File: config.mk
export PLATFORM = sky130hd
export DESIGN_NAME = kiss_frame_decoder
export DESIGN_NICKNAME = d
export VERILOG_FILES = /design/src/rtl/core/kfd_pkg.sv /design/src/rtl/core/kiss_frame_decoder.sv /design/src/rtl/core/kfd_ctrl.sv /design/src/rtl/core/kfd_datapath.sv
export SDC_FILE = /design/constraint.sdc
export NUM_CORES = 1
export LEC_CHECK = 0
export BUFFER_PORTS_ARGS = -buffer_cell sky130_fd_sc_hd__buf_2
export CAP_MARGIN = 10
export CORE_ASPECT_RATIO = 0.75
export CORE_MARGIN = 4
export CORE_UTILIZATION = 30
export DETAILED_ROUTE_END_ITERATION = 8
export SYNTH_ARGS = -nofsm -noshare
export SYNTH_HDL_FRONTEND = slang
export SYNTH_SLANG_ARGS = --single-unit
export TNS_END_PERCENT = 10
File: constraint.sdc
create_clock -name clk_i -period 4.1 [get_ports clk_i]
set_clock_uncertainty 0.2 [all_clocks]
set_input_delay 0.41 -clock clk_i [delete_from_list [all_inputs] [get_ports clk_i]]
set_output_delay 0.41 -clock clk_i [all_outputs]
set_load 0.05 [all_outputs]
File: src/rtl/core/kfd_pkg.sv
// kfd_pkg: shared constants, types and control structs of the kiss frame decoder
// no dependencies

package kfd_pkg;

  // kiss special bytes
  localparam logic [7:0] KISS_FEND  = 8'hC0;
  localparam logic [7:0] KISS_FESC  = 8'hDB;
  localparam logic [7:0] KISS_TFEND = 8'hDC;
  localparam logic [7:0] KISS_TFESC = 8'hDD;

  // input function codes
  localparam logic FUNC_BYTE   = 1'b0;
  localparam logic FUNC_RESYNC = 1'b1;

  // frame store geometry
  localparam int unsigned STORE_DEPTH = 64;
  localparam int unsigned ADDR_W      = $clog2(STORE_DEPTH);
  localparam int unsigned CNT_W       = ADDR_W + 1;

  // default raw byte limit per frame, legal range 1 to STORE_DEPTH
  localparam int unsigned MAX_FRAME_DEF = 64;

  typedef enum logic [1:0] {
    ST_IDLE,
    ST_READ,
    ST_OUT
  } ctrl_state_e;

  // controller to datapath
  typedef struct packed {
    logic accept;   // input transaction taken this cycle
    logic rd_en;    // read store at the readout index
    logic rd_next;  // advance readout index
  } ctrl_cmd_t;

  // datapath to controller
  typedef struct packed {
    logic frame_ready;  // current input closes a frame that has bytes to emit
    logic rd_last;      // readout index sits on the final stored byte
  } dp_status_t;

endpackage

File: src/rtl/core/kiss_frame_decoder.sv
// kiss_frame_decoder: top level of the kiss deframer
// depends on kfd_pkg, kfd_ctrl and kfd_datapath

// The decoder takes raw bytes from a serial link (func_i = 0) and deframes them
// under kiss: 0xC0 delimits frames, 0xDB escapes the next byte, 0xDC and 0xDD
// stand for 0xC0 and 0xDB. Bytes before the first delimiter are dropped. Each
// delimiter closes a frame, and a frame that was synced, stayed within
// MAX_FRAME raw bytes and unescapes to at least one byte is handed out one
// byte per output transaction, the last flagged with frame_last_o. An invalid
// escape keeps its byte, a trailing escape is discarded, and func_i = 1
// clears all frame and sync state. A byte transaction that does not close an
// emitting frame is taken without stall. A closing delimiter makes the input
// stall for the whole readout: for each frame byte a registered read of the
// 64 entry frame store, then the byte in the output register, held while the
// output is stalled. The store needs no clearing after reset.

module kiss_frame_decoder
  import kfd_pkg::*;
#(
  parameter int unsigned MAX_FRAME = MAX_FRAME_DEF
) (
  input  logic       clk_i,
  input  logic       rst_ni,
  // input channel
  input  logic       in_valid_i,
  output logic       in_stall_o,
  input  logic       func_i,
  input  logic [7:0] rx_byte_i,
  // output channel
  output logic       out_valid_o,
  input  logic       out_stall_i,
  output logic [7:0] frame_byte_o,
  output logic       frame_last_o
);

  // command and status between controller and datapath
  ctrl_cmd_t  cmd;
  dp_status_t sts;

  // controller: accepts input transactions, runs the readout sequence
  kfd_ctrl u_ctrl (
    .clk_i       (clk_i),
    .rst_ni      (rst_ni),
    .in_valid_i  (in_valid_i),
    .in_stall_o  (in_stall_o),
    .out_valid_o (out_valid_o),
    .out_stall_i (out_stall_i),
    .sts_i       (sts),
    .cmd_o       (cmd)
  );

  // datapath: unescaping, frame store, counters and the output byte register
  kfd_datapath #(
    .MAX_FRAME (MAX_FRAME)
  ) u_datapath (
    .clk_i        (clk_i),
    .rst_ni       (rst_ni),
    .func_i       (func_i),
    .rx_byte_i    (rx_byte_i),
    .cmd_i        (cmd),
    .sts_o        (sts),
    .frame_byte_o (frame_byte_o),
    .frame_last_o (frame_last_o)
  );

endmodule

File: src/rtl/core/kfd_ctrl.sv
// kfd_ctrl: controller state machine, sequences input acceptance and frame readout
// depends on kfd_pkg

module kfd_ctrl
  import kfd_pkg::*;
(
  input  logic       clk_i,
  input  logic       rst_ni,
  input  logic       in_valid_i,
  output logic       in_stall_o,
  output logic       out_valid_o,
  input  logic       out_stall_i,
  input  dp_status_t sts_i,
  output ctrl_cmd_t  cmd_o
);

  ctrl_state_e state_q, state_d;

  always_ff @(posedge clk_i or negedge rst_ni) begin
    if (!rst_ni) begin
      state_q <= ST_IDLE;
    end else begin
      state_q <= state_d;
    end
  end

  // next state
  always_comb begin
    state_d = state_q;
    case (state_q)
      ST_IDLE: begin
        if (in_valid_i && sts_i.frame_ready) begin
          state_d = ST_READ;
        end
      end
      ST_READ: begin
        state_d = ST_OUT;
      end
      ST_OUT: begin
        if (!out_stall_i) begin
          state_d = sts_i.rd_last ? ST_IDLE : ST_READ;
        end
      end
      default: begin
        state_d = ST_IDLE;
      end
    endcase
  end

  // outputs
  always_comb begin
    in_stall_o    = 1'b1;
    out_valid_o   = 1'b0;
    cmd_o         = '0;
    case (state_q)
      ST_IDLE: begin
        in_stall_o   = 1'b0;
        cmd_o.accept = in_valid_i;
      end
      ST_READ: begin
        cmd_o.rd_en = 1'b1;
      end
      ST_OUT: begin
        out_valid_o   = 1'b1;
        cmd_o.rd_next = !out_stall_i && !sts_i.rd_last;
      end
      default: begin
        in_stall_o = 1'b1;
      end
    endcase
  end

  // a readout always runs read then present
  assert property (@(posedge clk_i) disable iff (!rst_ni)
    (state_q == ST_READ) |=> (state_q == ST_OUT))
    else $error("kfd_ctrl: read not followed by output");

  // the final byte handed over returns control to input acceptance
  assert property (@(posedge clk_i) disable iff (!rst_ni)
    (state_q == ST_OUT && !out_stall_i && sts_i.rd_last) |=> (state_q == ST_IDLE))
    else $error("kfd_ctrl: no return to idle after last byte");

  // a presented byte waits under stall
  assert property (@(posedge clk_i) disable iff (!rst_ni)
    (state_q == ST_OUT && out_stall_i) |=> (state_q == ST_OUT))
    else $error("kfd_ctrl: output dropped under stall");

endmodule

File: src/rtl/core/kfd_datapath.sv
// kfd_datapath: frame store, unescape logic, counters, sync flags and readout index
// depends on kfd_pkg

module kfd_datapath
  import kfd_pkg::*;
#(
  parameter int unsigned MAX_FRAME = MAX_FRAME_DEF
) (
  input  logic       clk_i,
  input  logic       rst_ni,
  input  logic       func_i,
  input  logic [7:0] rx_byte_i,
  input  ctrl_cmd_t  cmd_i,
  output dp_status_t sts_o,
  output logic [7:0] frame_byte_o,
  output logic       frame_last_o
);

  localparam logic [CNT_W-1:0] LIMIT = CNT_W'(MAX_FRAME);

  logic [7:0]       store_mem [STORE_DEPTH];
  logic [CNT_W-1:0] raw_count_q, raw_count_d;
  logic [CNT_W-1:0] stored_count_q, stored_count_d;
  logic             synced_q, synced_d;
  logic             oversized_q, oversized_d;
  logic             esc_q, esc_d;
  logic [CNT_W-1:0] rd_len_q, rd_len_d;
  logic [CNT_W-1:0] rd_idx_q, rd_idx_d;
  logic [7:0]       rdata_q;

  logic             is_fend;
  logic             emit_ok;
  logic             wr_en;
  logic [7:0]       wr_data;

  assign is_fend = (func_i == FUNC_BYTE) && (rx_byte_i == KISS_FEND);
  assign emit_ok = synced_q && !oversized_q && (stored_count_q != '0);

  assign sts_o.frame_ready = is_fend && emit_ok;
  assign sts_o.rd_last     = (rd_idx_q + CNT_W'(1)) == rd_len_q;

  always_comb begin
    raw_count_d    = raw_count_q;
    stored_count_d = stored_count_q;
    synced_d       = synced_q;
    oversized_d    = oversized_q;
    esc_d          = esc_q;
    rd_len_d       = rd_len_q;
    rd_idx_d       = rd_idx_q;
    wr_en          = 1'b0;
    wr_data        = rx_byte_i;

    if (cmd_i.accept) begin
      if (func_i == FUNC_RESYNC) begin
        raw_count_d    = '0;
        stored_count_d = '0;
        esc_d          = 1'b0;
        synced_d       = 1'b0;
        oversized_d    = 1'b0;
      end else if (is_fend) begin
        rd_len_d       = stored_count_q;
        rd_idx_d       = '0;
        raw_count_d    = '0;
        stored_count_d = '0;
        esc_d          = 1'b0;
        synced_d       = 1'b1;
        oversized_d    = 1'b0;
      end else if (synced_q && !oversized_q) begin
        if (raw_count_q >= LIMIT) begin
          raw_count_d    = '0;
          stored_count_d = '0;
          esc_d          = 1'b0;
          oversized_d    = 1'b1;
        end else begin
          raw_count_d = raw_count_q + CNT_W'(1);
          if (esc_q) begin
            esc_d = 1'b0;
            wr_en = 1'b1;
            if (rx_byte_i == KISS_TFEND) begin
              wr_data = KISS_FEND;
            end else if (rx_byte_i == KISS_TFESC) begin
              wr_data = KISS_FESC;
            end
          end else if (rx_byte_i == KISS_FESC) begin
            esc_d = 1'b1;
          end else begin
            wr_en = 1'b1;
          end
          if (wr_en) begin
            stored_count_d = stored_count_q + CNT_W'(1);
          end
        end
      end
    end

    if (cmd_i.rd_next) begin
      rd_idx_d = rd_idx_q + CNT_W'(1);
    end
  end

  always_ff @(posedge clk_i or negedge rst_ni) begin
    if (!rst_ni) begin
      raw_count_q    <= '0;
      stored_count_q <= '0;
      synced_q       <= 1'b0;
      oversized_q    <= 1'b0;
      esc_q          <= 1'b0;
      rd_len_q       <= '0;
      rd_idx_q       <= '0;
    end else begin
      raw_count_q    <= raw_count_d;
      stored_count_q <= stored_count_d;
      synced_q       <= synced_d;
      oversized_q    <= oversized_d;
      esc_q          <= esc_d;
      rd_len_q       <= rd_len_d;
      rd_idx_q       <= rd_idx_d;
    end
  end

  // frame store, one write port and one registered read port
  always_ff @(posedge clk_i) begin
    if (wr_en) begin
      store_mem[stored_count_q[ADDR_W-1:0]] <= wr_data;
    end
    if (cmd_i.rd_en) begin
      rdata_q <= store_mem[rd_idx_q[ADDR_W-1:0]];
    end
  end

  assign frame_byte_o = rdata_q;
  assign frame_last_o = sts_o.rd_last;

  assert property (@(posedge clk_i) disable iff (!rst_ni)
    stored_count_q <= raw_count_q)
    else $error("kfd_datapath: more stored than raw bytes");

  assert property (@(posedge clk_i) disable iff (!rst_ni)
    raw_count_q <= LIMIT)
    else $error("kfd_datapath: raw count past frame limit");

  assert property (@(posedge clk_i) disable iff (!rst_ni)
    (!synced_q || oversized_q) |-> (raw_count_q == '0 && !esc_q))
    else $error("kfd_datapath: frame state held while discarding");

  assert property (@(posedge clk_i) disable iff (!rst_ni)
    cmd_i.rd_next |=> (rd_idx_q < rd_len_q))
    else $error("kfd_datapath: readout index beyond frame length");

endmodule

== After elaboration in Yosys (flattened, before gate mapping) ==
Memory sizes are Yosys's and may differ from the RTL's. A register that Yosys moved wholly into a read port is not among the register bits.
Index checks and enable logic that the tools add are counted.

* Memories kept: 1
* Input port bits: 13
* Bits in writable memories: 512
* Register bits after elaboration: 33
* Logic and storage cells: 104

{| class="wikitable"
|+ Memories
! memory !! words !! bits a word !! rd ports !! clocked after memory_dff !! write ports !! line !! source
|-
| u_datapath.store_mem || 64 || 8 || 1 || 1 || 1 || kfd_datapath.sv:21 || <nowiki>logic [7:0] store_mem [STORE_DEPTH];</nowiki>
|}

* Mux-type cells: 56
* Eq/ne operators: 10
* Order comparisons: 1
* Bitwise operators: 1
* Reductions and logical operators: 24
* Add/sub/neg operators: 3

{| class="wikitable"
|+ Operators by type and width
! kind !! number
|-
| 7-bit two-way mux || 13
|-
| 8-bit two-way mux || 8
|-
| 8-bit == test (second input constant) || 4
|-
| 1-bit two-way mux || 32
|-
| 7-bit by 1-bit adder with 7-bit output (second input constant) || 3
|-
| 3-bit AND reduction || 4
|-
| 7-bit == test || 1
|-
| 7-bit greater-or-equal comparator (second input constant) || 1
|-
| 7-bit nonzero test || 1
|-
| 1-bit logical AND || 6
|-
| 2-bit case mux with 3 select lines || 1
|-
| 2-bit AND reduction || 3
|-
| 2-bit nonzero test || 3
|-
| 3-bit nonzero test || 2
|-
| 2-bit two-way mux || 2
|-
| 2-bit by 1-bit != test with 1-bit output (second input constant) || 2
|-
| 4-bit nonzero test || 1
|-
| 1-bit logical NOT || 3
|-
| 2-bit by 1-bit == test with 1-bit output (second input constant) || 1
|-
| 2-bit == test (second input constant) || 1
|-
| 2-bit logical NOT || 1
|-
| 2-bit != test (second input constant) || 1
|-
| 1-bit NOT || 1
|}

== Longest topological paths before layout ==
Gate-level depths: netlist of run 1.

* Depth in word-level cells: 15
* Depth in mapped cells: 8

== Modules after synthesis ==
A second synthesis of run 1 with hierarchy kept.

* Cells, all modules: 1139
* Area, all modules: 22082.4 um^2

{| class="wikitable"
|+ By module, submodules not included
! module !! times used !! cells an instance !! seq. area each (um^2) !! area an instance (um^2)
|-
| kfd_datapath || 1 || 1127 || 16390.7 || 21956.1
|-
| kfd_ctrl || 1 || 12 || 50.0 || 126.4
|}

== Worst setup path before layout of run 1 ==
Ideal clock, no wire load.

* Path kind: reg2reg
* Start: reg u_ctrl.state_q[1]
* End: mem u_datapath.store_mem[0][1] (data pin)
* Path slack: 0.318 ns
* Cell stages (with the launch flop): 6
* Clock period less this slack: 3.782 ns
* Arrival: 3.052 ns
* Data required time: 3.369 ns
* Path through: dfrtp_1 -> nor3b_1 -> nand2_1 -> nor4b_4 -> nand4_1 -> o21bai_1

* Cells in the longest elaborated chain, start to end: 3

{| class="wikitable"
|+ RTL lines
! item !! line !! source
|-
| start: declaration || kfd_ctrl.sv:17 || <nowiki>ctrl_state_e state_q, state_d;</nowiki>
|-
| start signal: assignment || kfd_ctrl.sv:23 || <nowiki>state_q <= state_d;</nowiki>
|-
| 2-bit logical NOT || kfd_ctrl.sv:55 || <nowiki>case (state_q)</nowiki>
|-
| 1-bit two-way mux || kfd_ctrl.sv:55 ||
|-
| 8-bit two-way mux || kfd_datapath.sv:53 || <nowiki>if (cmd_i.accept) begin</nowiki>
|-
| net u_datapath.wr_data[1] || kfd_datapath.sv:34 || <nowiki>logic [7:0] wr_data;</nowiki>
|-
| end: declaration || kfd_datapath.sv:21 ||
|}

The timed path passes the listed nets, and every way through them passes these cells.

== Final worst setup path of run 1 ==
* Start: reg u_ctrl.state_q[1]
* End: mem u_datapath.store_mem[58][1], enable pin

* Cells in the longest elaborated chain, start to end: 5

{| class="wikitable"
|+ RTL lines
! item !! line !! source
|-
| 2-bit logical NOT || kfd_ctrl.sv:55 ||
|-
| 1-bit two-way mux || kfd_ctrl.sv:55 ||
|-
| 1-bit two-way mux || kfd_datapath.sv:53 ||
|-
| 1-bit two-way mux || kfd_datapath.sv:123 || <nowiki>if (wr_en) begin</nowiki>
|-
| 1-bit two-way mux (not written as such) || kfd_datapath.sv:124 || <nowiki>store_mem[stored_count_q[ADDR_W-1:0]] <= wr_data;</nowiki>
|}

Every way passes these cells.

==> results of run 1 <==
-- layout make-up --
| class | instances | area, µm² | area share [%] |
|---|---|---|---|
| sequential | 553 | 16400 | 65.7 |
| multi-input combinational | 462 | 5190 | 20.7 |
| clock buffer | 63 | 1350 | 5.40 |
| tap | 957 | 1200 | 4.78 |
| timing repair buffer | 70 | 576 | 2.30 |
| clock inverter | 27 | 240 | 0.960 |
| inverter | 8 | 30.0 | 0.120 |
-- cells in the final DEF (no fill, tap or decap), types with 11 or more instances in the layout --
| master | synthesis | layout |
|---|---|---|
| buf_2 | 22 | 23 |
| buf_4 | 1 | 36 |
| clkbuf_16 | 0 | 51 |
| dfrtp_1 | 33 | 30 |
| edfxtp_1 | 520 | 520 |
| mux2i_1 | 13 | 13 |
| mux4_2 | 144 | 144 |
| nand2_1 | 42 | 42 |
| nor2_1 | 86 | 86 |
| o21ai_0 | 19 | 19 |
| o22ai_1 | 11 | 11 |
| xor2_1 | 11 | 11 |
-- worst max-delay path: stages, from the launching register on --
cell     delay (ns)
dfrtp_1        0.42
nor3b_1        0.40
nand2_1        0.22
nor4b_4        0.30
buf_4          0.20
nand2_1        0.09
or4_1          0.80
nor2_1         0.68
-- report_power, final --
part	switching, W	internal (W)
logic	0.000117	0.0000237
clock network	0.00203	0.00259
registers	0.00000225	0.00617
total	0.00215	0.00878
-- how the worst min path moves through the flow --
stage | start | to | depth (start not counted)
after floorplan | rst_ni | u_ctrl.state_q[0]$_DFFE_PN0P_ | 0
after global routing | in_valid_i | u_datapath.synced_q$_DFFE_PN0P_ | 3
after detailed placement | u_datapath.rd_len_q[2]$_DFFE_PN0P_ | u_datapath.rd_len_q[2]$_DFFE_PN0P_ | 2
after global placement | u_datapath.oversized_q$_DFFE_PN0P_ | u_datapath.oversized_q$_DFFE_PN0P_ | 1
final | in_valid_i | u_datapath.synced_q$_DFFE_PN0P_ | 3
after CTS | in_valid_i | u_datapath.synced_q$_DFFE_PN0P_ | 3
-- metal layers --
layer / GRT usage, % / vias up / part of all wire [%]
li1: - / 4568 / -
met1: 21.3 / 5889 / 48
met2: 18.3 / 472 / 42
met3: 3.22 / 54 / 8.7
met4: 2.29 / 0 / 1.4
met5: 0 / - / 0
-- flip-flops by register name, indices dropped and copies added (netlist names) --
signal,flops
u_datapath.store_mem,512
u_datapath.frame_byte_o,8
u_datapath.raw_count_q,7
u_datapath.rd_idx_q,7
u_datapath.rd_len_q,7
u_datapath.stored_count_q,7
u_ctrl.state_q,2
u_datapath.esc_q,1
u_datapath.oversized_q,1
u_datapath.synced_q,1
-- cells by family (layout without fill, tap and decap cells) --
family                   after synthesis  after routing
buffers and inverters                 69            168
flip-flops                           553            553
AND/OR/NAND/NOR                      199            199
AO/OA/AOI/OAI                         80             80
multiplexers                         160            160
adder cells (fa/ha/maj)                5              5
XOR/XNOR                              18             18
-- metrics by stage --
step           hold slack, ns  std cells
6_report                0.108       2140
3_5_place_dp            0.288       2047
5_1_grt                 0.101       2140
3_3_place_gp            0.273       2047
2_1_floorplan         -0.0856       1084
4_1_cts                0.0814       2140
==> run summary, run 1 <==
CTS Hold Buffers Added: 3
Routability cong.: 0.821
# fillers: 6695
Die area: 77500 µm²
Post-synth EDFFs: 520
Initial Util: 30.4%
Total grt overflow: 0
Antenna violations before repair: 0
Fin nets: 1163
First-pass DRT Iterations: 5
Share of cells above drive strength 1: 25.7%
End point of the critical path: u_datapath.store_mem[58][1]$_DFFE_PP_
H-tree depth: 2
Ant. Diodes: 0
Global-route total usage across every layer: 13.3%
Status: complete, no violations
Reg2reg start: u_ctrl.state_q[1]$_DFFE_PN0P_
First-pass GRT wire length: 77.2 mm
Fin crit share: 89.7%
Mapped Cells: 1084
Syn avg cell area: 20.2 µm²
Cell Rows: 85
Setup Fix Bufs, Post-CTS: 0
Sequential area share after synthesis: 75.0%
Largest family of logic cells by synthesized area: multiplexers
Worst r2r dst: u_datapath.store_mem[58][1]$_DFFE_PP_
Max-cap violations: 0
Post-Route WL: 51.8 mm
Clock Latency Late Sink: 0.57 ns
Compound-Gate Fraction of Synth Area: 2.54%
Critical path arrival: 3.67 ns
Fmax: 272 MHz
PD cells: 436 nW/µm²
Synth top area cells: edfxtp_1 71%, mux4_2 15%, dfrtp_1 3.8%
Mux share of post-synthesis cell area: 15.5%
R2R Setup Slk: 0.42 ns
CORE AREA: 72100 µm²
RSZ-0062 raised after global routing: no
Most area-hungry cell type in the Yosys netlist: edfxtp_1
Clock sink total: 553
Reg2Reg Depth: 7
IO Count: 24
Crit Path Class: reg2reg
Post-route design area: 25000 µm²
Area delta synth->final: 14.2%
Post-Synth Adder-Cell Area: 0.285%
CP startpoint kind: flop
Post-DP Area: 23400 µm²
Final Hold Fails: 0
Post-Synth XOR/XNOR Area: 0.719%
Die width: 320 µm
Final setup fails: 0
Largest net degree at the start of global routing: 67
Clk root buf: clkbuf_16
Pwr Total: 0.0109 W
CTS Buffer Depth: 3
Top-count cell post-synth: edfxtp_1
CTS resizes: 0
DR iter-0 viols: 1331
Synth cell types: 56
Synth Flop Type: edfxtp_1
Mapped Area: 21900 µm²
Vias per cell: 5.13
Vias in the first global route: 10800
Crit. Startpoint: u_ctrl.state_q[1]$_DFFE_PN0P_
Post-route DRC violation count: 0
Worst-path fanout max: 8
Slew headroom: 32.5%
Setup slack at placement: 0.356 ns
Register bit total from synthesis: 553
Syn_nets: 1102
TritonCTS clock tree: yes
Port Buffers: 23
Final min period: 3.68 ns
Setup ws final: 0.422 ns
Die height: 242 µm
TNS Setup: 0 ns
TritonCTS Buffers: 50
Antenna Nets Post-Route: 0
Top cell type's share of synthesized area: 71.3%
Yosys warns: 0
Worst path required time: 4.09 ns
Maximum vdd ir drop: 0.277 mV
Layout Utilization: 34.7%
Crit end category: flop
DR WL/cell: 24.2 µm
Synth Area in Simple Gates: 4.52%
Via Count: 11000
Synth async-reset ratio: 5.97%
Hold WC Path Type: in2reg
Clk pin slew, worst setup/hold paths: 0.06 ns
Slew Viols, Final: 0
Hpwl dp: 32.3 mm
Most instantiated cells after synthesis: 520 x edfxtp_1, 144 x mux4_2, 86 x nor2_1
Worst Tran Pin Value: 1.01 ns
Leakage: 7.58 nW
Power figures use the tool's default switching activity.
==> run 2: changes to the inputs <==
PLACE_DENSITY = 0.55   (was unset)
==> run 2 against run 1 <==
  * Maximum frequency increased by 0.90%
  * Non-clock buffer count increased by 12
  * Power shrank 0.83%
  * Combinational power is 4% lower
  * Critical endpoint is now u_datapath.store_mem[48][0]$_DFFE_PP_
  * Register-to-register slack improved by 0.03 ns
  * Global-route usage about the same
==> run summary, run 2 (synthesis gave the netlist of run 1 again) <==
Status: complete, no violations
Slew Viols, Final: 0
Max FFs per register: 512
Crit end category: flop
Initial Util: 30.4%
Commonest cells after routing, fill and taps aside: 520 x edfxtp_1, 144 x mux4_2, 86 x nor2_1
Antenna violations before repair: 1
DR iter-0 viols: 1240
Port Buffers: 23
Clock sink total: 553
Final setup fails: 0
First-pass DRT Iterations: 5
CP startpoint kind: flop
Post-route DRC violation count: 0
PD cells: 432 nW/µm²
Commonest non-fill, non-tap cell in the layout: edfxtp_1
TritonCTS clock tree: yes
Worst path required time: 4.09 ns
Clk root buf: clkbuf_16
Leakage: 7.60 nW
Global-route total usage across every layer: 13.3%
Slew headroom: 22.2%
Via Count: 10900
CTS resizes: 0
Worst-path fanout max: 8
Share of cells above drive strength 1: 26.1%
Die height: 242 µm
Dpl cells: 2059
RSZ-0062 raised after global routing: no
Vias per cell: 5.04
Final Hold Fails: 0
Max-cap violations: 0
Critical path arrival: 3.64 ns
# fillers: 6706
Fin nets: 1177
First-pass GRT wire length: 77.1 mm
Area delta synth->final: 14.4%
DR WL/cell: 24.1 µm
IO Count: 24
Final min period: 3.65 ns
Die area: 77500 µm²
Crit Path Class: reg2reg
Clock Latency Late Sink: 0.58 ns
H-tree depth: 2
Cell Rows: 85
Final std cells w/o fill: 2157
Fin crit share: 88.9%
CTS Hold Buffers Added: 3
TritonCTS Buffers: 52
Largest net degree at the start of global routing: 67
Fmax: 274 MHz
Antenna Nets Post-Route: 0
CORE AREA: 72100 µm²
Layout Utilization: 34.8%
Maximum vdd ir drop: 0.304 mV
Vias in the first global route: 10900
Setup Fix Bufs, Post-CTS: 0
Total grt overflow: 0
Post-Route WL: 52.0 mm
Hpwl dp: 32.1 mm
Clk pin slew, worst setup/hold paths: 0.07 ns
TNS Setup: 0 ns
Worst Tran Pin Value: 1.16 ns
CTS Buffer Depth: 3
Die width: 320 µm
Hold WC Path Type: in2reg
Min Hold Slack: 0.112 ns
Routability cong.: 0.793
run 2: cell types whose count changed in the layout (fill, tap and decap cells not counted), sizes merged:
cell | previous run | this run
buf | 67 | 79
clkinv | 18 | 24
bufinv | 4 | 1
clkbuf | 63 | 65
inv | 10 | 8
clkinvlp | 3 | 4
diode | 0 | 1
run 2: critical path, stage by stage (launching register included):
cell,delay (ns)
dfrtp_1,0.42
nor3b_1,0.34
nand2_1,0.21
nor4b_4,0.26
and2_1,0.37
nand3b_1,0.59
nor2_1,0.88
run 2: path summary, 6_finish.rpt:
check | slack [ns] | depth (start not counted) | to | start
max reg2reg | 0.45 | 6 | u_datapath.store_mem[48][0]$_DFFE_PP_ | u_ctrl.state_q[1]$_DFFE_PN0P_
min | 0.11 | 3 | u_datapath.synced_q$_DFFE_PN0P_ | in_valid_i
max | 0.45 | 6 | u_datapath.store_mem[48][0]$_DFFE_PP_ | u_ctrl.state_q[1]$_DFFE_PN0P_
min in group asynchronous | 0.26 | 2 | u_datapath.rd_len_q[5]$_DFFE_PN0P_ | rst_ni
min reg2reg | 0.30 | 1 | u_datapath.oversized_q$_DFFE_PN0P_ | u_datapath.oversized_q$_DFFE_PN0P_
max in group asynchronous | 2.86 | 2 | u_datapath.rd_idx_q[1]$_DFFE_PN0P_ | rst_ni
run 2: area by class of cell:
type	instances	area, µm²	share of cell area [%]
flip-flops and latches	553	16400	65.6
repair buffers	82	628	2.51
multi-input cells	462	5190	20.7
clock inverters	29	175	0.699
inverters	8	30.0	0.120
well taps	957	1200	4.78
clock buffers	65	1390	5.56
diodes	1	2.50	0.00998
run 2: layer usage:
layer | part of all wire [%] | global-route usage, %
met4 | 1.5 | 2.34
met2 | 42 | 18.6
met3 | 9.1 | 3.63
met1 | 47 | 20.7
met5 | 0 | 0
run 2: metrics by stage:
step                instance area, µm²  total power (W)  setup slack [ns]
finish                           25100           0.0108             0.455
global placement                 23500          0.00643             0.484
global route                     25100           0.0112             0.282
detailed placement               23500          0.00643             0.420
CTS                              25100           0.0110             0.460
floorplan                        21900          0.00635             0.318
run 2: power breakdown:
part           switching [W]  internal [W]  leakage (nW)
registers         0.00000226       0.00617          5.12
logic               0.000114     0.0000209          1.72
clock network        0.00206       0.00247         0.760
total                0.00218       0.00866          7.60
==> run 3: changes to the inputs <==
SYNTH_HIERARCHICAL = 1   (was unset)
==> run 3 against run 2 <==
  * Global-route usage is 0.26 points higher
  * Largest cell class unchanged
  * Sequential power hardly changed
  * Critical path type is now reg2out
  * Setup slack better by 0.082 ns
  * Non-clock buffer count is 28 higher
==> run summary, run 3 <==
Status: complete, no violations
Critical Path, Cell by Cell: buf_4 > nand2_1 > xnor2_1 > o22ai_1 > nand4_1 > nor3_1 > buf_2
Worst path max stage delay: 0.53 ns
Initial Util: 30.5%
CTS Buffer Depth: 3
Share of cells above drive strength 1: 25.3%
Fin crit share: 86.9%
Mapped Area: 22100 µm²
Post-route DRC violation count: 0
Syn_nets: 1157
Maximum vdd ir drop: 0.295 mV
Commonest non-fill, non-tap cell in the layout: edfxtp_1
Reg2reg start: u_ctrl/state_q[0]$_DFFE_PN0P_
Syn avg cell area: 19.4 µm²
TNS Setup: 0 ns
First-pass DRT Iterations: 5
CTS resizes: 0
Crit. Startpoint: u_datapath/rd_idx_q[1]$_DFFE_PN0P_
Antenna Nets Post-Route: 0
Clock sink total: 553
Top-count cell post-synth: edfxtp_1
Max FFs per register: 512
Max-cap violations: 0
CTS Hold Buffers Added: 4
TritonCTS clock tree: yes
Top cell type's share of synthesized area: 70.7%
Register bit total from synthesis: 553
Post-Route WL: 53.6 mm
CP startpoint kind: flop
Die width: 321 µm
Largest net degree at the start of global routing: 68
Most instantiated cells after synthesis: 520 x edfxtp_1, 119 x mux4_2, 100 x nor2_1
Synth top area cells: edfxtp_1 71%, mux4_2 12%, dfrtp_1 3.7%
TritonCTS Buffers: 53
Global-route total usage across every layer: 13.5%
Worst-path fanout max: 39
Antenna violations before repair: 0
DR iter-0 viols: 1151
Slew headroom: 43.3%
Total grt overflow: 0
Synth Flop Type: edfxtp_1
Most area-hungry cell type in the Yosys netlist: edfxtp_1
Post-synth EDFFs: 520
Fin nets: 1258
RSZ-0062 raised after global routing: no
Routability cong.: 0.786
Clk root buf: clkbuf_16
Vias in the first global route: 11300
Setup Fix Bufs, Post-CTS: 0
H-tree depth: 2
Slew Viols, Final: 0
Crit Path Class: reg2out
IO Count: 24
Die height: 243 µm
CORE AREA: 72300 µm²
Synth cell types: 63
Mapped Cells: 1139
Final setup fails: 0
Ant. Diodes: 0
Crit end category: output port
Hold WC Path Type: in2async
DR WL/cell: 24.0 µm
Vias per cell: 5.08
Final Hold Fails: 0
Clk pin slew, worst setup/hold paths: 0.06 ns
Synth async-reset ratio: 5.97%
# fillers: 6723
Sequential area share after synthesis: 74.5%
Worst path required time: 3.49 ns
First-pass GRT wire length: 79.5 mm
Final min period: 3.56 ns
Clock Latency Late Sink: 0.58 ns
Fmax: 281 MHz
Cell Rows: 85
Die area: 78100 µm²
Via Count: 11400
Pwr Total: 0.0112 W
Slowest CP cell: buf_4
Port Buffers: 23
Commonest cells after routing, fill and taps aside: 520 x edfxtp_1, 119 x mux4_2, 100 x nor2_1
Yosys warns: 6
Hpwl dp: 33.4 mm
Worst Tran Pin Value: 0.851 ns
Leakage: 8.01 nW
Area delta synth->final: 15.3%
Critical path arrival: 2.95 ns
PD cells: 439 nW/µm²
==> run 3: final timing paths <==
kind	end	slack [ns]	depth (start not counted)
max	frame_last_o	0.54	7
min reg2reg	u_datapath/rd_len_q[1]$_DFFE_PN0P_	0.31	2
max in group asynchronous	u_datapath/rd_idx_q[0]$_DFFE_PN0P_	2.92	2
min in group clk_i	u_datapath/raw_count_q[0]$_DFFE_PN0P_	0.26	5
max reg2reg	u_datapath/store_mem[61][6]$_DFFE_PP_	0.62	7
min	u_datapath/rd_idx_q[5]$_DFFE_PN0P_	0.23	2
==> run 3: layout make-up <==
type,instances,area [µm²],area share (%)
clock buffers,62,1400,5.51
clock inverters,31,299,1.17
inverters,11,41.3,0.162
multi-input cells,511,5240,20.6
flip-flops and latches,553,16400,64.6
well taps,957,1200,4.70
repair buffers,110,828,3.25
==> run 3: logic make-up after synthesis <==
| group | share of synthesized area [%] |
|---|---|
| simple gates | 5.31 |
| flops | 74.5 |
| buf+inv | 2.01 |
| xor+xnor | 0.714 |
| mux | 14.2 |
| fa+ha+maj | 0.283 |
| compound gates | 2.99 |
==> run 3: report_power, final <==
part | leakage (nW) | switching, W | total (W) | internal [W]
Sequential | 5.13 | 0.00000228 | 0.00618 | 0.00617
Clock | 0.836 | 0.00204 | 0.00485 | 0.00280
Combinational | 2.05 | 0.000118 | 0.000141 | 0.0000236
==> run 3: worst max-delay path: cells and delay by family (launching register included) <==
kind | cells | cell delay (ns)
xor+xnor | 1 | 0.17
flops | 1 | 0.40
buf+inv | 2 | 0.89
compound gates | 1 | 0.15
simple gates | 3 | 0.76
==> run 3: routing by layer <==
metal | share of wire [%] | routed length (µm) | GRT usage [%] | vias up
li1 | - | - | - | 4819
met1 | 48 | 25900 | 21.9 | 6068
met2 | 43 | 23000 | 19.0 | 407
met3 | 7.3 | 3910 | 2.32 | 67
met4 | 1.6 | 833 | 2.59 | 0
met5 | 0 | 0 | 0 | -
==> run 3: stage by stage <==
step | hold WS, ns | instances | utilization, % | cell area [µm²] | setup slack [ns]
global route | 0.298 | 2235 | 35.2 | 25500 | 0.355
finish | 0.234 | 2235 | 35.2 | 25500 | 0.537
detailed placement | 0.299 | 2138 | 32.8 | 23700 | 0.664
global placement | 0.294 | 2138 | 32.8 | 23700 | 0.811
CTS | 0.218 | 2235 | 35.2 | 25500 | 0.472
floorplan | -0.0856 | 1139 | - | 22100 | 0.0397
